`src/design/fsmc_pkg.sv`:
```
`default_nettype none
// ----------------------------------------------------------------------------
// fsmc_pkg
// Shared types, opcodes and constants of the four-stack machine core.
// ----------------------------------------------------------------------------
package fsmc_pkg;

  localparam int STACK_DEPTH_DEF = 256;
  localparam int DATA_WORDS_DEF  = 256;
  localparam int HOLD_WORDS_DEF  = 256;
  localparam int PROG_WORDS      = 16777216;
  localparam int ROM_WORDS       = 256;
  localparam int DIV_STEPS       = 32;

  localparam logic [31:0] NAN_WORD    = 32'h8000_0000;
  localparam logic [31:0] WORD_TOP    = 32'h7fff_ffff;
  localparam logic [31:0] WORD_BOTTOM = 32'h8000_0001;
  localparam logic [31:0] SHIFT_MAX   = 32'h0000_001f;

  localparam logic [1:0] RUN_RUNNING = 2'd0;
  localparam logic [1:0] RUN_HALTED  = 2'd1;
  localparam logic [1:0] RUN_FAILED  = 2'd2;
  localparam logic [1:0] RUN_TRAPPED = 2'd3;

  typedef enum logic [5:0] {
    OP_NOOP, OP_CALL, OP_RET, OP_RPT, OP_CPUSH, OP_CPOP, OP_CPEEK, OP_CDROP,
    OP_TPUSH, OP_TPOP, OP_TPEEK, OP_TPOKE, OP_TDROP, OP_LIT, OP_DROP, OP_SWAP,
    OP_OVER, OP_ROT, OP_DUP, OP_GET, OP_PUT, OP_GETI, OP_PUTI, OP_ROM,
    OP_ADD, OP_SUB, OP_MUL, OP_DIV, OP_MOD, OP_INC, OP_DEC, OP_OR,
    OP_AND, OP_XOR, OP_FLIP, OP_NEG, OP_SHL, OP_SHR, OP_HOLD, OP_GIVE,
    OP_IN, OP_OUT, OP_JUMP, OP_JNAN, OP_JNNZ, OP_JNNP, OP_JNNE, OP_JNNG,
    OP_JNNL, OP_HALT, OP_FAIL, OP_SAFE, OP_DSA, OP_DSE, OP_TSA, OP_TSE,
    OP_CSA, OP_CSE, OP_RSA, OP_RSE, OP_PMI, OP_DMW, OP_RMW, OP_HW
  } op_t;

  typedef enum logic [3:0] {
    ST_CLEAR, ST_IDLE, ST_RD0, ST_RD1, ST_RD2, ST_DIV,
    ST_WR0, ST_WR1, ST_WR2, ST_TOP, ST_FIN
  } ctrl_state_t;

  typedef struct packed {
    logic [5:0]  action;
    logic [30:0] literal;
    logic [7:0]  in_byte;
    logic [23:0] return_addr;
  } item_t;

  typedef struct packed {
    logic [1:0]         run_status;
    logic               branch_taken;
    logic [23:0]        jump_target;
    logic               out_valid;
    logic [7:0]         out_byte;
    logic signed [31:0] top_value;
    logic [7:0]         data_depth;
  } result_t;

  typedef struct packed {
    logic clear;
    logic latch;
    logic rd0;
    logic rd1;
    logic rd2;
    logic div_start;
    logic wr0;
    logic wr1;
    logic wr2;
    logic top;
    logic fin;
  } ctrl_cmd_t;

  typedef struct packed {
    logic clear_done;
    logic div_need;
    logic div_idle;
  } dp_status_t;

endpackage
`default_nettype wire

```
`src/design/fsmc_ctrl.sv`:
```
`default_nettype none
// ----------------------------------------------------------------------------
// fsmc_ctrl
// Sequencer: clearing pass, operand reads, divide wait, write slots, result.
// ----------------------------------------------------------------------------
module fsmc_ctrl (
  input  wire logic                   clk,
  input  wire logic                   rst,
  input  wire logic                   start,
  input  wire fsmc_pkg::dp_status_t   status,
  output logic                        busy,
  output fsmc_pkg::ctrl_cmd_t         cmd
);
  import fsmc_pkg::*;

  ctrl_state_t state, state_next;

  always_ff @(posedge clk) begin
    if (rst) begin
      state <= ST_CLEAR;
    end else begin
      state <= state_next;
    end
  end

  always_comb begin
    state_next = state;
    unique case (state)
      ST_CLEAR: if (status.clear_done) state_next = ST_IDLE;
      ST_IDLE:  if (start) state_next = ST_RD0;
      ST_RD0:   state_next = ST_RD1;
      ST_RD1:   state_next = ST_RD2;
      ST_RD2:   state_next = status.div_need ? ST_DIV : ST_WR0;
      ST_DIV:   if (status.div_idle) state_next = ST_WR0;
      ST_WR0:   state_next = ST_WR1;
      ST_WR1:   state_next = ST_WR2;
      ST_WR2:   state_next = ST_TOP;
      ST_TOP:   state_next = ST_FIN;
      ST_FIN:   state_next = ST_IDLE;
      default:  state_next = ST_CLEAR;
    endcase
  end

  always_comb begin
    cmd  = '0;
    busy = 1'b1;
    unique case (state)
      ST_CLEAR: cmd.clear = 1'b1;
      ST_IDLE: begin
        busy      = 1'b0;
        cmd.latch = start;
      end
      ST_RD0: cmd.rd0 = 1'b1;
      ST_RD1: cmd.rd1 = 1'b1;
      ST_RD2: begin
        cmd.rd2       = 1'b1;
        cmd.div_start = status.div_need;
      end
      ST_DIV: ;
      ST_WR0: cmd.wr0 = 1'b1;
      ST_WR1: cmd.wr1 = 1'b1;
      ST_WR2: cmd.wr2 = 1'b1;
      ST_TOP: cmd.top = 1'b1;
      ST_FIN: cmd.fin = 1'b1;
      default: ;
    endcase
  end

endmodule
`default_nettype wire

```
`config.mk`:
```
export PLATFORM = sky130hd
export DESIGN_NAME = fsmc_ctrl
export DESIGN_NICKNAME = d
export VERILOG_FILES = /design/src/design/fsmc_pkg.sv /design/src/design/fsmc_ctrl.sv
export SDC_FILE = /design/constraint.sdc
export NUM_CORES = 1
export LEC_CHECK = 0
export BUFFER_PORTS_ARGS = -buffer_cell sky130_fd_sc_hd__buf_2
export CAP_MARGIN = 20
export CORE_AREA = 2 2 39 41
export CTS_CLUSTER_SIZE = 10
export DETAILED_ROUTE_END_ITERATION = 10
export DIE_AREA = 0 0 41 43
export PLACE_DENSITY = 0.5
export SLEW_MARGIN = 15
export SYNTH_ARGS = -nofsm -noshare
export SYNTH_HDL_FRONTEND = slang
export SYNTH_SLANG_ARGS = --single-unit
```
`constraint.sdc`:
```
create_clock -name clk -period 1.6 [get_ports clk]
set_clock_uncertainty 0.1 [all_clocks]
set_input_delay 0.16 -clock clk [delete_from_list [all_inputs] [get_ports clk]]
set_output_delay 0.16 -clock clk [all_outputs]
set_load 0.01 [all_outputs]
```
==> results of run 1 <==
## power by group through the flow
| stage | Sequential, mW | Combinational (mW) | Clock (mW) |
|---|---|---|---|
| 4_1_cts | 0.139 | 0.110 | 0.129 |
| 6_report | 0.141 | 0.109 | 0.123 |
| 2_1_floorplan | 0.119 | 0.100 | 0 |
| 3_5_place_dp | 0.139 | 0.109 | 0 |
| 5_1_grt | 0.144 | 0.122 | 0.137 |
| 3_3_place_gp | 0.140 | 0.109 | 0 |
## stage by stage
stage | setup slack [ns] | total power [mW] | utilization, % | instances
floorplan | 0.3671 | 0.2189 | - | 49
global placement | 0.1168 | 0.2488 | 32.19 | 79
detailed placement | 0.1305 | 0.2486 | 32.19 | 79
CTS | 0.007802 | 0.3771 | 34.00 | 82
global route | 0.0006960 | 0.4039 | 34.54 | 82
finish | 0.1070 | 0.3730 | 34.54 | 82
## metal layers
metal / vias to the layer above / global-route usage (%)
met4: 0 / 8.000
li1: 208 / -
met5: - / 0
met3: 0 / 4.712
met1: 170 / 15.11
met2: 21 / 16.56
## final cells by class
type | instances | share of cell area (%)
Multi-Input combinational cell | 40 | 53.14
Clock buffer | 3 | 4.712
Tap cell | 16 | 4.188
Sequential cell | 4 | 17.80
Timing Repair Buffer | 18 | 19.37
Inverter | 1 | 0.7853
## worst max-delay path by stage
| stage | from | to | slack, ns |
|---|---|---|---|
| 6_report | state[2]$_SDFFE_PP0P_ | cmd[0] | 0.11 |
| 5_1_grt | state[2]$_SDFFE_PP0P_ | cmd[0] | 0.0007 |
| 4_1_cts | state[1]$_SDFFE_PP0P_ | cmd[0] | 0.008 |
| 3_5_place_dp | state[0]$_SDFFE_PP0P_ | state[1]$_SDFFE_PP0P_ | 0.13 |
| 3_3_place_gp | state[0]$_SDFFE_PP0P_ | state[1]$_SDFFE_PP0P_ | 0.12 |
| 2_1_floorplan | state[1]$_SDFFE_PP0P_ | cmd[0] | 0.37 |
## what timing repair did
| item | in CTS | in global routing |
|---|---|---|
| setup endpoints to repair | 4 | 7 |
| endpoints found under the hold margin | 0 | 0 |
| gates resized for setup | 2 | 3 |
## logic make-up (layout without fill, tap and decap cells)
group	Yosys count	after routing	synth area share (%)
and+or+nand+nor	32	32	48.79
AOI/OAI and AO/OA	5	5	11.42
buffers and inverters	5	22	8.996
DFF	4	4	22.15
muxes	2	2	6.228
xor gates and xnor gates	1	1	2.423
## Yosys cell counts
master and instances:
sky130_fd_sc_hd__nand2_1 7, sky130_fd_sc_hd__nor2_1 7, sky130_fd_sc_hd__dfxtp_1 4, sky130_fd_sc_hd__nor3_1 3
sky130_fd_sc_hd__and3_1 2, sky130_fd_sc_hd__buf_2 2, sky130_fd_sc_hd__nand2b_1 2, sky130_fd_sc_hd__nor3b_1 2
sky130_fd_sc_hd__nor4_1 2, sky130_fd_sc_hd__a2111oi_2 1, sky130_fd_sc_hd__a21oi_1 1, sky130_fd_sc_hd__a221o_1 1
sky130_fd_sc_hd__and2_1 1, sky130_fd_sc_hd__buf_4 1, sky130_fd_sc_hd__buf_6 1, sky130_fd_sc_hd__inv_1 1
sky130_fd_sc_hd__mux2_1 1, sky130_fd_sc_hd__mux2_2 1, sky130_fd_sc_hd__nand3_1 1, sky130_fd_sc_hd__nand3b_1 1
sky130_fd_sc_hd__nor2b_1 1, sky130_fd_sc_hd__nor2b_2 1, sky130_fd_sc_hd__nor4_2 1, sky130_fd_sc_hd__nor4bb_1 1
sky130_fd_sc_hd__o21ai_1 1, sky130_fd_sc_hd__o22ai_1 1, sky130_fd_sc_hd__xor2_1 1
==> implementation parameters, run 1 <==
Parameter                              Value

Clocking
  Num Clock Sinks ... 4
  Post CTS Setup Buffer Count ... 0
  Max clock buf depth ... 2
  CTS buffer count ... 3
  Clock latency reported for the late side of the worst-skew pair ... 0.23 ns
  Clock slew at the register clock pins of the worst setup and hold paths ... 0.03 ns
  Hold-fix buffers, CTS ... 0
  H-tree level count ... 1
  Clock root buffer ... sky130_fd_sc_hd__clkbuf_4
  Clock tree from TritonCTS ... yes

Placed design
  Routability-driven placement congestion ratio ... just over 0.7
  Cell area reported after detailed placement ... between 400 and 500 um2
  HPWL reported at the end of detailed placement ... about 650 um
  Count of input and output buffers ... 17

Global routing
  Number of global-route vias before repair ... 300
  Wire length of the first global-routing pass ... 1386 um
  Antenna violations before repair ... 0
  Overall track demand over capacity in global routing ... 12.15%
  Grt total ovfl ... 0
  Pin count of the biggest net entering global routing ... 15

Layout
  Register containing the most flip-flops in the final layout ... state
  Number of nets at the end of the flow ... 74
  Total inserted antenna cells ... 0
  Final-layout fill cell count ... 154
  Post-synthesis to final-layout area growth ... 32.18%
  Leading cell type in the layout, fill and taps excluded ... sky130_fd_sc_hd__buf_2
  Proportion of layout cells with a drive suffix above 1 ... a little under half
  Most used cells in the layout excluding fill and tap cells ... sky130_fd_sc_hd__buf_2, sky130_fd_sc_hd__nor2_1, sky130_fd_sc_hd__nand2_1
  Storage element area ... approximately 85 um2
  Area of all placed cells without fillers ... 478.0 um2
  Flip-flop count of the largest register after layout ... 4
  Largest registers in the final layout ... state (4)
  Footprint of the multi-input gates ... 254.0 um2

Floorplanning
  Core box area ... 1384 um2
  Number of cell rows ... 14
  Die span in x ... 41 um
  DIE AREA ... between 1500 and 2000 um2
  Number of I/O pins ... 18
  Y dimension of the die ... 43 um
  Initial Utilization ... 26.13%

Logic synthesis
  Share of the synthesized area in the top cell type ... 22.15%
  Top post-synthesis cells by area ... sky130_fd_sc_hd__dfxtp_1, sky130_fd_sc_hd__nand2_1, sky130_fd_sc_hd__nor2_1
  Unique cell type count in the Yosys netlist ... 27
  Post-synth net total ... 55
  Synthesized netlist cell count ... slightly below 50
  Yosys reg bits ... 4
  Count of synthesis-stage warnings from yosys ... 0
  Sequential share of the synthesized area ... 22.15%
  Dominant cell type by area after synthesis ... sky130_fd_sc_hd__dfxtp_1
  Netlist Area Pre-Place ... 361.6 um2
  Post-Syn Area per Cell ... 7.380 um2

Power
  Proportion of power drawn by the clock network ... 32.9%
  Cell-internal power ... 250.5 uW
  Relative contribution of combinational cells to total power ... 29.3%
  Leak pwr ... 0.2231 nW
  Fraction of power consumed by sequential logic ... a little under two fifths
  Power density cells ... around 800 nW/um2
  Sw Ratio ... 32.84%
  Max rail drop VDD ... 238.1 uV
  Total net switching power ... 122.5 uW

Min path
  Worst min-delay path endpoint ... state[3]$_SDFFE_PP0P_
  Launch point of the worst hold path ... rst
  Hold path cells ... 2
  Type of the worst min-delay path ... in2reg

Route
  Total met3 wirelength after detailed routing ... 80 um
  Met2 routed WL ... 359 um
  Number of iterations in the first detailed-routing pass ... 4
  Average via count per standard cell ... approximately 5
  Top routing layer used ... met3
  DRC violation total after the first TritonRoute iteration ... 14
  Via total after detailed routing ... 399
  Residual DRC ... 0
  Final WL ... ~840 um
  Detailed-route wire length on metal 1 ... 403 um
  Remaining antenna violation count ... 0
  Wire per inst ... 10.28 um

Setup path
  Required time worst endpoint ... 1.34 ns
  Crit path arrival time ... 1.23 ns
  Worst r2r path cells ... 3
  Critical Path Fanout Max ... 11
  Top delay family on crit path ... flip-flops
  Delay of the slowest cell on the worst path ... 0.37 ns
  Element type at the critical path start ... register
  Crit path cell chain ... buf_4 -> nand2b_1 -> nor3b_2 -> buf_2
  Number of cells on the critical path ... 4
  Worst reg2reg setup slack ... 0.25 ns
  Category of the critical setup timing path ... reg2out
  Crit Reg-Reg Startpoint ... state[0]$_SDFFE_PP0P_
  Type of element capturing the critical path ... output pin
  Worst reg2reg endpoint ... state[1]$_SDFFE_PP0P_
  Slowest stage cell on the critical path ... sky130_fd_sc_hd__dfxtp_2
  Buf+Inv Stages, Crit Path ... 2

STA
  Final Hold Violating Endpoints ... 0
  Shortest period the worst path allows ... 1.493 ns
  Pins over their slew limit ... 0
  Fraction of the cycle the final worst path needs ... 93.31%
  Unrepaired setup endpoints after global routing ... false
  Worst slew margin relative to its limit ... 76.08%
  Measured slew at the worst slew-check pin ... 0.3540 ns
  Achievable frequency ... 669.8 MHz
  # setup viols final ... 0
  Accumulated negative setup slack ... 0 ns
  Worst Hold Margin ... 0.07326 ns

Run status
  Result of the run ... complete, no violations

Flow run
  Number of maximum-capacitance constraint violations ... 0
Power figures use the tool's default switching activity.
==> run 2, diff against run 1 <==
--- a/config.mk
+++ b/config.mk
@@ -12,6 +12,7 @@
 export DETAILED_ROUTE_END_ITERATION = 10
 export DIE_AREA = 0 0 41 43
 export PLACE_DENSITY = 0.5
+export RECOVER_POWER = 25
 export SLEW_MARGIN = 15
 export SYNTH_ARGS = -nofsm -noshare
 export SYNTH_HDL_FRONTEND = slang
==> implementation parameters, run 2 (synthesis results as in run 1) <==
Parameter                              Value

Setup path
  Element type at the critical path start ... register
  Required time worst endpoint ... 1.34 ns (about the same)
  Type of element capturing the critical path ... output pin
  Worst reg2reg setup slack ... 0.17 ns (-0.08 ns)
  Crit path arrival time ... 1.23 ns (about the same)
  Worst r2r path cells ... 3 (unchanged)
  Critical Path Fanout Max ... 11 (unchanged)
  Category of the critical setup timing path ... reg2out

Layout
  Most used cells in the layout excluding fill and tap cells ... sky130_fd_sc_hd__buf_2, sky130_fd_sc_hd__nor2_1, sky130_fd_sc_hd__nand2_1
  Post-synthesis to final-layout area growth ... 30.45%
  Register containing the most flip-flops in the final layout ... state
  Largest registers in the final layout ... state (4)
  Area of all placed cells without fillers ... 471.7 um2 (-1.3%)
  Proportion of layout cells with a drive suffix above 1 ... 43.94% (-1.5 points)
  Flip-flop count of the largest register after layout ... 4 (unchanged)
  Total inserted antenna cells ... 0 (unchanged)
  Number of nets at the end of the flow ... 74 (unchanged)
  Leading cell type in the layout, fill and taps excluded ... sky130_fd_sc_hd__buf_2

Floorplanning
  Number of I/O pins ... 18 (unchanged)
  Initial Utilization ... 26.13% (unchanged)
  Die span in x ... 41 um (unchanged)
  Number of cell rows ... 14 (unchanged)
  Y dimension of the die ... 43 um (unchanged)
  Core box area ... 1384 um2 (unchanged)
  DIE AREA ... 1763 um2 (unchanged)

Clocking
  H-tree level count ... 1 (unchanged)
  Max clock buf depth ... 2 (unchanged)
  PostCTS Resize Cnt ... 2 (unchanged)
  Clock root buffer ... sky130_fd_sc_hd__clkbuf_4
  Clock slew at the register clock pins of the worst setup and hold paths ... 0.03 ns (about the same)
  CTS buffer count ... 3 (unchanged)
  Hold-fix buffers, CTS ... 0 (unchanged)
  Post CTS Setup Buffer Count ... 0 (unchanged)
  Num Clock Sinks ... 4 (unchanged)
  Clock latency reported for the late side of the worst-skew pair ... 0.23 ns (about the same)
  Clock tree from TritonCTS ... yes

Flow run
  Number of maximum-capacitance constraint violations ... 0 (unchanged)

Min path
  Hold path cells ... 2 (unchanged)
  Type of the worst min-delay path ... in2reg

STA
  Achievable frequency ... 672.5 MHz (+0.40%)
  Measured slew at the worst slew-check pin ... 0.3631 ns (+0.009133 ns)
  # setup viols final ... 0 (unchanged)
  Accumulated negative setup slack ... 0 ns (unchanged)
  Fraction of the cycle the final worst path needs ... 92.94% (-0.37 points)
  Pins over their slew limit ... 0 (unchanged)
  Unrepaired setup endpoints after global routing ... false
  Shortest period the worst path allows ... 1.487 ns (-0.005971 ns)
  Worst slew margin relative to its limit ... 75.46% (-0.62 points)
  Final Hold Violating Endpoints ... 0 (unchanged)

Global routing
  Number of global-route vias before repair ... 300 (unchanged)
  Overall track demand over capacity in global routing ... 12.15% (unchanged)
  Grt total ovfl ... 0 (unchanged)
  Antenna violations before repair ... 0 (unchanged)
  Wire length of the first global-routing pass ... 1386 um (unchanged)
  Pin count of the biggest net entering global routing ... 15 (unchanged)

Route
  Remaining antenna violation count ... 0 (unchanged)
  Average via count per standard cell ... 4.780 (-1.8%)
  DRC violation total after the first TritonRoute iteration ... 13 (-1)
  Number of iterations in the first detailed-routing pass ... 4 (unchanged)
  Via total after detailed routing ... 392 (-1.8%)
  Residual DRC ... 0 (unchanged)
  Wire per inst ... 10.21 um (-0.71%)
  Final WL ... 837 um (-0.71%)

Run status
  Result of the run ... complete, no violations

Placed design
  HPWL reported at the end of detailed placement ... 649.4 um (unchanged)
  Routability-driven placement congestion ratio ... 0.7193 (unchanged)
  Cell area reported after detailed placement ... 445.4 um2 (unchanged)
  Count of input and output buffers ... 17 (unchanged)

Power
  Power density cells ... 783.6 nW/um2 (+0.42%)
  Leak pwr ... 0.2218 nW (-0.57%)
  Max rail drop VDD ... 235.9 uV (-0.90%)
[run 2: cell counts in the layout (fill, tap and decap cells not counted)]
No cell type changed its count.
[run 2: worst paths after layout]
path	from	endpoint
worst max-delay path	state[2]$_SDFFE_PP0P_	cmd[0]
worst min-delay path	rst	state[3]$_SDFFE_PP0P_
worst min register to register	state[3]$_SDFFE_PP0P_	state[3]$_SDFFE_PP0P_
worst max register to register	state[0]$_SDFFE_PP0P_	state[1]$_SDFFE_PP0P_
[run 2: power breakdown]
group          leakage [nW]  switching (mW)  internal (mW)
combinational         0.174          0.0527         0.0545
sequential           0.0343          0.0292          0.111
clock                0.0138          0.0387         0.0837
total                 0.222           0.121          0.249
[run 2: worst max-delay path, stage by stage, from the launching register on]
cell,delay [ns]
sky130_fd_sc_hd__dfxtp_2,0.37
sky130_fd_sc_hd__buf_4,0.16
sky130_fd_sc_hd__nand2b_1,0.17
sky130_fd_sc_hd__nor3b_2,0.16
sky130_fd_sc_hd__buf_2,0.14
[run 2: cell type report]
type	count	area, um2
fill	156	912.1
multi-input combinational	40	247.7
timing repair buffer	18	92.59
sequential	4	85.08
clock buffer	3	22.52
tap	16	20.02
inverter	1	3.754
[run 2: stage by stage]
step                std cells  hold slack, ns  utilization [%]  power, mW  worst slack, ns
finish                     82         0.07174            34.09     0.3696           0.1130
global route               82         0.08476            34.09     0.4019         0.004900
CTS                        82         0.07747            34.00     0.3771         0.007802
detailed placement         79          0.3234            32.19     0.2486           0.1305
global placement           79          0.3133            32.19     0.2488           0.1168
floorplan                  49          0.1291                -     0.2189           0.3671
[run 2: layer usage]
layer,vias to the layer above,wire (um),GRT usage (%)
met5,-,0,0
met4,0,0,8.000
met3,0,67,4.712
met2,15,358,16.56
met1,168,410,15.11
li1,209,-,-
==> run 3, diff against run 2 <==
--- a/config.mk
+++ b/config.mk
@@ -7,13 +7,16 @@
 export LEC_CHECK = 0
 export BUFFER_PORTS_ARGS = -buffer_cell sky130_fd_sc_hd__buf_2
 export CAP_MARGIN = 20
+export CELL_PAD_IN_SITES_DETAIL_PLACEMENT = 0
+export CELL_PAD_IN_SITES_GLOBAL_PLACEMENT = 1
 export CORE_AREA = 2 2 39 41
 export CTS_CLUSTER_SIZE = 10
 export DETAILED_ROUTE_END_ITERATION = 10
 export DIE_AREA = 0 0 41 43
-export PLACE_DENSITY = 0.5
+export PLACE_DENSITY = 0.69
 export RECOVER_POWER = 25
 export SLEW_MARGIN = 15
 export SYNTH_ARGS = -nofsm -noshare
 export SYNTH_HDL_FRONTEND = slang
 export SYNTH_SLANG_ARGS = --single-unit
+export TNS_END_PERCENT = 10
==> constraint.sdc (replaced) <==
create_clock -name clk -period 1.7 [get_ports clk]
set_clock_uncertainty 0.1 [all_clocks]
set_input_delay 0.17 -clock clk [delete_from_list [all_inputs] [get_ports clk]]
set_output_delay 0.17 -clock clk [all_outputs]
set_load 0.01 [all_outputs]
==> implementation parameters, run 3 (synthesis results as in run 1) <==
Parameter                              Value

Clocking
  Clock latency reported for the late side of the worst-skew pair ... 0.24 ns (about the same)
  H-tree level count ... 1 (unchanged)
  Num Clock Sinks ... 4 (unchanged)
  PostCTS Resize Cnt ... 0 (-2)
  Clock slew at the register clock pins of the worst setup and hold paths ... 0.04 ns (about the same)
  Post CTS Setup Buffer Count ... 0 (unchanged)
  Clock tree from TritonCTS ... yes
  CTS buffer count ... 3 (unchanged)
  Clock root buffer ... sky130_fd_sc_hd__clkbuf_4
  Max clock buf depth ... 2 (unchanged)
  Hold-fix buffers, CTS ... 0 (unchanged)

Floorplanning
  Die span in x ... 41 um (unchanged)
  DIE AREA ... 1763 um2 (unchanged)
  Initial Utilization ... 26.13% (unchanged)
  Number of cell rows ... 14 (unchanged)
  Y dimension of the die ... 43 um (unchanged)
  Number of I/O pins ... 18 (unchanged)
  Core box area ... 1384 um2 (unchanged)

Power
  Relative contribution of combinational cells to total power ... 27.8% (-1.2 points)
  Cell-internal power ... 233.4 uW (-6.3%)
  Sw Ratio ... 33.38% (+0.77 points)
  Total net switching power ... 116.9 uW (-3.0%)
  Power density cells ... 762.9 nW/um2 (-2.6%)
  Max rail drop VDD ... 226.1 uV (-4.2%)
  Leak pwr ... 0.2161 nW (-2.6%)
  Proportion of power drawn by the clock network ... 34.2% (+1.1 points)
  Fraction of power consumed by sequential logic ... 37.9% (about the same)

Setup path
  Required time worst endpoint ... 1.43 ns (+0.09 ns)
  Crit path cell chain ... nor2b_2 -> nand3_1 -> inv_1 -> buf_2
  Buf+Inv Stages, Crit Path ... 2 (unchanged)
  Delay of the slowest cell on the worst path ... 0.46 ns (+0.09 ns)
  Category of the critical setup timing path ... reg2out
  Top delay family on crit path ... flip-flops
  Slowest stage cell on the critical path ... sky130_fd_sc_hd__dfxtp_2
  Element type at the critical path start ... register
  Type of element capturing the critical path ... output pin
  Critical Path Fanout Max ... 14 (+3)
  Crit path arrival time ... 1.22 ns (about the same)

Layout
  Fin util ... 33.18% (-0.90 points)
  Final-layout fill cell count ... 166 (+6.4%)
  Register containing the most flip-flops in the final layout ... state
  Largest registers in the final layout ... state (4)
  Most used cells in the layout excluding fill and tap cells ... sky130_fd_sc_hd__buf_2, sky130_fd_sc_hd__nor2_1, sky130_fd_sc_hd__nand2_1
  Storage element area ... 85.08 um2 (unchanged)
  Number of nets at the end of the flow ... 73 (-1.4%)
  Leading cell type in the layout, fill and taps excluded ... sky130_fd_sc_hd__buf_2
  Flip-flop count of the largest register after layout ... 4 (unchanged)
  Post-synthesis to final-layout area growth ... 26.99%
  Total inserted antenna cells ... 0 (unchanged)
  Footprint of the multi-input gates ... 242.7 um2 (-2.0%)
  Proportion of layout cells with a drive suffix above 1 ... 41.54% (-2.4 points)

STA
  Achievable frequency ... 669.7 MHz
  Pins over their slew limit ... 0 (unchanged)
  Fraction of the cycle the final worst path needs ... between 80 and 90%
  Shortest period the worst path allows ... 1.493 ns
  Measured slew at the worst slew-check pin ... 0.3122 ns (-0.05093 ns)
  # setup viols final ... 0 (unchanged)
  Worst slew margin relative to its limit ... 79.00% (+3.5 points)
  Final Hold Violating Endpoints ... 0 (unchanged)
  Worst Hold Margin ... 0.06647 ns (-0.005273 ns)
  Accumulated negative setup slack ... 0 ns (unchanged)
  Unrepaired setup endpoints after global routing ... false

Global routing
  Pin count of the biggest net entering global routing ... 15 (unchanged)
  Overall track demand over capacity in global routing ... 11.06% (-1.1 points)
  Grt total ovfl ... 0 (unchanged)
  Number of global-route vias before repair ... 317 (+5.7%)
  Wire length of the first global-routing pass ... 1324 um (-4.5%)
  Antenna violations before repair ... 0 (unchanged)

Route
  Wire per inst ... 10.90 um (+6.8%)
  Number of iterations in the first detailed-routing pass ... 4 (unchanged)
  Final WL ... 883 um (+5.5%)
  DRC violation total after the first TritonRoute iteration ... 13 (unchanged)
  Residual DRC ... 0 (unchanged)
  Remaining antenna violation count ... 0 (unchanged)
  Average via count per standard cell ... 5.037 (+5.4%)
  Via total after detailed routing ... 408 (+4.1%)

Min path
  Type of the worst min-delay path ... in2reg

Flow run
  Number of maximum-capacitance constraint violations ... 0 (unchanged)

Run status
  Result of the run ... complete, no violations

Placed design
  Routability-driven placement congestion ratio ... 0.6793 (-5.6%)
  Count of input and output buffers ... 17 (unchanged)
  HPWL reported at the end of detailed placement ... 641.6 um (-1.2%)
run 3: final cells by class:
cell class	count	area share [%]
multi-input combinational	40	52.86
sequential	4	18.53
timing repair buffer	17	18.53
clock buffer	3	4.905
tap	16	4.360
inverter	1	0.8174
run 3: metrics by stage:
stage / area (um2) / cells / total power, mW / setup slack (ns)
after floorplan: 361.6 / 49 / 0.2060 / 0.4571
after global placement: 437.9 / 78 / 0.2322 / 0.2487
after detailed placement: 437.9 / 78 / 0.2327 / 0.2530
after CTS: 460.4 / 81 / 0.3574 / 0.02728
after global routing: 459.2 / 81 / 0.3749 / 0.05302
final: 459.2 / 81 / 0.3503 / 0.2069
run 3: path summary, 6_finish.rpt:
kind                           endpoint  depth (start not counted)  slack, ns                  start
setup / recovery                 cmd[3]                          4       0.21  state[0]$_SDFFE_PP0P_
hold / removal    state[3]$_SDFFE_PP0P_                          2       0.07                    rst
setup reg to reg  state[1]$_SDFFE_PP0P_                          3       0.32  state[0]$_SDFFE_PP0P_
hold reg to reg   state[3]$_SDFFE_PP0P_                          2       0.49  state[3]$_SDFFE_PP0P_
run 3: layer usage:
layer	GRT usage, %	routed length, um
met5	0	0
met4	6.000	0
met3	3.141	79
met2	16.25	397
met1	13.87	406
run 3: power groups by stage:
| stage | registers (mW) | clock network (mW) | logic [mW] |
|---|---|---|---|
| after global routing | 0.137 | 0.130 | 0.109 |
| final | 0.133 | 0.120 | 0.0975 |
| after floorplan | 0.112 | 0 | 0.0941 |
| after global placement | 0.132 | 0 | 0.100 |
| after CTS | 0.131 | 0.125 | 0.101 |
| after detailed placement | 0.132 | 0 | 0.100 |
